## config.mk

```make
export PLATFORM = sky130hd
export DESIGN_NAME = pto_controller
export DESIGN_NICKNAME = d
export VERILOG_FILES = /design/src/sv/pto_pkg.sv /design/src/sv/pto_controller.sv
export SDC_FILE = /design/constraint.sdc
export NUM_CORES = 1
export LEC_CHECK = 0
export BUFFER_PORTS_ARGS = -buffer_cell sky130_fd_sc_hd__buf_2
export CORE_AREA = 2 2 39 41
export DETAILED_ROUTE_END_ITERATION = 16
export DIE_AREA = 0 0 41 43
export PLACE_DENSITY = 0.56
export SLEW_MARGIN = 5
export SYNTH_ARGS = -nofsm -noshare
export SYNTH_HDL_FRONTEND = slang
export SYNTH_SLANG_ARGS = --single-unit
```

## constraint.sdc

```tcl
create_clock -name clk -period 1.52 [get_ports clk]
set_clock_uncertainty 0.05 [all_clocks]
set_input_delay 0.076 -clock clk [delete_from_list [all_inputs] [get_ports clk]]
set_output_delay 0.076 -clock clk [all_outputs]
set_load 0.02 [all_outputs]
```

## src/sv/pto_pkg.sv

```systemverilog
`default_nettype none
package pto_pkg;

	localparam int NODE_W = 7;
	localparam logic [NODE_W-1:0] NODE_COUNT_RESET = 7'd64;

	typedef enum logic [1:0] {
		FUNC_NODE   = 2'd0,
		FUNC_CLOSE  = 2'd1,
		FUNC_FINISH = 2'd2,
		FUNC_NONE   = 2'd3
	} func_t;

	typedef enum logic [4:0] {
		ST_IDLE   = 5'b00001,
		ST_SEARCH = 5'b00010,
		ST_SWEEP  = 5'b00100,
		ST_DRAIN  = 5'b01000,
		ST_SCAN   = 5'b10000
	} state_t;

	typedef struct packed {
		logic begin_pass;
		logic sweep_rd;
		logic scan_step;
		logic pick;
		logic pass_done;
		logic pass_ok;
	} ctl_cmd_t;

	typedef struct packed {
		logic sweep_done;
		logic scan_hit;
		logic scan_end;
		logic last_pick;
		logic final_pass;
	} ctl_sts_t;

endpackage
`default_nettype wire

```

## src/sv/pto_controller.sv

```systemverilog
`default_nettype none
module pto_controller (
	input  wire                clk,
	input  wire                arst_n,
	input  wire                finish,
	input  pto_pkg::ctl_sts_t  sts,
	output pto_pkg::ctl_cmd_t  cmd,
	output logic               busy
);
	import pto_pkg::*;

	state_t state_q, state_d;

	assign busy = (state_q != ST_IDLE);

	always_comb begin
		state_d = state_q;
		cmd     = '0;
		unique case (state_q)
			ST_IDLE: begin
				if (finish) begin
					state_d = ST_SEARCH;
				end
			end
			ST_SEARCH: begin
				cmd.begin_pass = 1'b1;
				state_d        = ST_SWEEP;
			end
			ST_SWEEP: begin
				if (sts.sweep_done) begin
					state_d = ST_DRAIN;
				end else begin
					cmd.sweep_rd = 1'b1;
				end
			end
			ST_DRAIN: begin
				state_d = ST_SCAN;
			end
			ST_SCAN: begin
				priority if (sts.scan_end) begin
					cmd.pass_done = 1'b1;
					state_d       = sts.final_pass ? ST_IDLE : ST_SEARCH;
				end else if (sts.scan_hit) begin
					cmd.pick = 1'b1;
					if (sts.last_pick) begin
						cmd.pass_done = 1'b1;
						cmd.pass_ok   = 1'b1;
						state_d       = sts.final_pass ? ST_IDLE : ST_SEARCH;
					end else begin
						state_d = ST_SWEEP;
					end
				end else begin
					cmd.scan_step = 1'b1;
				end
			end
			default: begin
				state_d = ST_IDLE;
			end
		endcase
	end

	always_ff @(posedge clk or negedge arst_n) begin
		if (!arst_n) begin
			state_q <= ST_IDLE;
		end else begin
			state_q <= state_d;
		end
	end

endmodule
`default_nettype wire

```

==> Word level (Yosys, flattened, before mapping) <==
Index checks and enable logic that the tools add are counted.
{ "op_classes": {"n_eq_ne": 9, "n_mux": 17, "n_reduce_logical": 1} }
{ "op_table": {"columns": ["operator", "n"], "rows": [
  ["one-hot mux 5 bit (5 select lines)", 1],
  ["2-to-1 mux 5 bit", 4],
  ["2-to-1 mux 1 bit", 6],
  ["2-to-1 mux 2 bit", 3],
  ["2-to-1 mux 3 bit", 2],
  ["equality test 5 x 1 -> 1 bit (second input constant)", 1],
  ["equality test 5 x 2 -> 1 bit (second input constant)", 1],
  ["equality test 5 x 3 -> 1 bit (second input constant)", 1],
  ["equality test 5 x 4 -> 1 bit (second input constant)", 1],
  ["equality test 5 bit (second input constant)", 1],
  ["inequality test 5 x 1 -> 1 bit (second input constant)", 1],
  ["2-to-1 mux 4 bit", 1],
  ["inequality test 2 bit (second input constant)", 2],
  ["inequality test 3 bit (second input constant)", 1],
  ["AND reduction 3 bit", 1]
]} }
{ "totals": {"reg_bits": 5, "out_inout_bits": 7} }

==> Logic depth before layout (Yosys ltp) <==
{ "depth": {"word_depth": 5, "ltp_mapped": 4} }

==> Least setup slack after synthesis <==
Ideal clock, no wire load.
{ "synth_timing": {"kind": "register to output", "start": "register state_q[2]", "end": "output port cmd[0] in the netlist's numbering", "t_arrival_ps": 1370, "t_required_ps": 1394, "slack_ps": 24, "path_stages_with_launch": 5, "path_buffers": 0, "path_cell_list": "dfrtp_1 > nor2_1 > nand4b_1 > nor2_1 > and2_1"} }
{ "synth_rtl": {"columns": ["item", "line", "text"], "rows": [
  ["from (decl)", "pto_controller.sv:12", "state_t state_q, state_d;"],
  ["from (signal assigned)", "pto_controller.sv:66", "state_q <= state_d;"],
  ["to (decl)", "pto_controller.sv:7", "output pto_pkg::ctl_cmd_t cmd,"]
]} }

==> Worst setup path in the final report <==
{ "layout_timing": {"start": "register state_q[3]", "end": "register state_q[1]"} }
{ "layout_between": {"elab_chain_len": 3, "word_cells_on_any_way": 10} }
{ "layout_rtl": {"columns": ["item", "line", "text"], "rows": [
  ["equality test 5 bit (tied with other cells)", "pto_controller.sv:19", "unique case (state_q)"],
  ["inequality test 3 bit (no source line) or inequality test 2 bit (tied branches)", null, null],
  ["AND reduction 3 bit (no source line)", null, null]
]} }
Parallel ways exist; a longest one is shown, timed or not.
A chain may end at the register's enable or synchronous reset.

==> flow_summary.ini <==
[sta]
hold_violations = 0
worst_pin_slew_ns = 0.275
period_share_pct = 103
min_period_ns = 1.56
drv_slew = 0
finalSetupTns_ns = -0.0719
fmax_mhz = 641
setup_violations = 2
fin_ws_ns = -0.0400
fin_hold_ws_ns = 0.0267
rsz0062_at_grt = yes
slew_headroom_pct = 81.6

[grt]
grt_first_pass_wirelength_um = 1190
grt_pass1_vias = 282
antenna_found_initial = 0
grt_start_max_net_pins = 8
track_usage_pct = 11.0
overflow = 0

[floorplan]
start_util_pct = 24.4
dieHeight_um = 43
rows = 14
die_area_um2 = 1760
ioPinCount = 15
die-width_um = 41
fp.coreArea_um2 = 1380

[route]
vias = 390
drc_errors = 0
firstDrtPassIters = 2
drt-initial-drc-count = 9
vias_per_cell = 4.81
wl_um = 958
ant_nets = 0
wl_per_cell_um = 11.8

[setup_path]
crit_start = state_q[3]
cp.required_ns = 1.60
r2r_setup_slack_ns = -0.04
reg2reg_from = state_q[3]
critical_path_class = reg -> reg
start_kind = flop
crit_path_max_fanout = 4
cp.arrival_ns = 1.64
cp-end-kind = flop

[clock_tree]
tritoncts = built
cts_made_buffers = 3
cts-root-buf = clkbuf_4
clock_latency_ns = 0.24
clock-sinks = 5
htree_levels = 1
clk_pin_slew_ns = 0.04
cts_buffer_depth = 2

[worst_hold_path]
hold_class = in -> reg
hp-start = sts[4]

[finish]
fill_cells = 141
final_common_cell = buf_2
area_growth_pct = 71.5
antennaDiodeCount = 0
final_cells = 81
drive_above_1_share_pct = 53.8
utilization_pct = 41.9
reg_top3 = state_q x5
regMostFlops = state_q
largest_reg_flops = 5
fin_nets = 74
most-common-layout-cells = 11 x buf_2, 7 x buf_4, 5 x nor2_1

[logic_synthesis]
synth_simple_gate_area_share_pct = 31.5
synth_top_area_share_pct = 29.6
synth_top_family_by_area = simple AND/OR/NAND/NOR gates
yosysSeqAreaShare_pct = 37.4
synth-xor-area-share_pct = 2.59
syn_area_per_cell_um2 = 8.89
yosysWarningCount = 0
ys_types = 23
muxShareOfSynthArea_pct = 0
synth_adder_area_share_pct = 0
syn_inst = 38
synth_compound_area_share_pct = 25.2
synth.area.top_cells = dfrtp_1 30%, dfstp_2 7.8%, nor2_1 7.8%
syn_area_um2 = 338
synth-seq-cells = 5
synth_top_cell_by_area = dfrtp_1
synth_nets = 46

[power]
power_mw = 0.678
leakage_nw = 0.290
peakVddDrop_v = 0.000366
p_per_area_nw_per_um2 = 1170

[job]
cap_violations = 0

[placed_design]
dp_hpwl_um = 674
dp_cells = 68
io_buffers = 14
gp_congestion = 0.632

[outcome]
status = finished with violations
violations = negative setup slack
per-stage QoR:
step / cell area (um2) / worst slack (ns)
6_report: 579 / -0.0400
3_5_place_dp: 428 / 0.108
3_3_place_gp: 428 / 0.0797
4_1_cts: 474 / -0.0276
5_1_grt: 579 / -0.0957
2_1_floorplan: 338 / 0.0238
synthesized netlist by cell type:
library cell  count
nand3_1           2
o22ai_2           1
nand3b_1          1
inv_1             3
nor2_1            7
o21a_1            2
dfstp_2           1
nor3_2            1
o2111a_1          1
nor2_2            1
a31o_2            1
and4bb_1          1
a21boi_0          1
o22ai_1           1
nand3b_2          1
and2_1            1
dfrtp_1           4
nand2_1           2
xor2_1            1
o21ai_0           2
nand4b_1          1
a31oi_1           1
o211ai_1          1
area by class of cell:
cell class	instances	area, um2	area share [%]
Clock buffer	4	26.3	4.54
Inverter	3	11.3	1.94
Sequential cell	5	129	22.2
Multi-Input combinational cell	30	221	38.2
Tap cell	16	20.0	3.46
Timing Repair Buffer	23	171	29.6
cell families (layout without fill, tap and decap cells):
kind of cell	count (synthesis)	count (layout)
flops	5	5
compound gates	11	11
xor+xnor	1	1
simple gates	18	18
buf+inv	3	30
final timing paths:
kind | cells past startpoint | endpoint
hold reg to reg | 2 | state_q[0]
max in group asynchronous | 2 | state_q[0]
setup reg to reg | 6 | state_q[1]
setup / recovery | 6 | state_q[1]
min in group asynchronous | 2 | state_q[4]
hold / removal | 2 | state_q[2]
critical path: stages, from the launching register on:
cell and delay, ns:
dfrtp_2 0.45, buf_12 0.15, buf_4 0.12, xor2_1 0.13
o21ai_0 0.20, o211ai_1 0.14, and4bb_1 0.21
power breakdown:
| group | switching, mW | internal (mW) | leakage (nW) | total, mW |
|---|---|---|---|---|
| clock network | 0.0515 | 0.0990 | 0.0150 | 0.151 |
| registers | 0.0546 | 0.174 | 0.0622 | 0.229 |
| logic | 0.144 | 0.154 | 0.212 | 0.299 |
layer usage:
layer / routed length [um] / up-vias / global-route usage (%) / share of wire (%)
met2: 517 / 8 / 15.0 / 54
li1: - / 195 / - / -
met3: 41 / 4 / 4.71 / 4.3
met1: 383 / 183 / 12.1 / 40
met5: 0 / - / 0 / 0
met4: 16 / 0 / 10.0 / 1.7
what timing repair did:
| action | 4_1_cts | 5_1_grt |
|---|---|---|
| resized for setup | 2 | 11 |
| hold buffers | 1 | 0 |
| hold endpoints to repair | 5 | 0 |
| pin swaps | 1 | 6 |
| endpoints found under the setup margin | 5 | 6 |
| buffers inserted | 1 | 7 |
No activity file was read; power rests on OpenSTA's default activity.
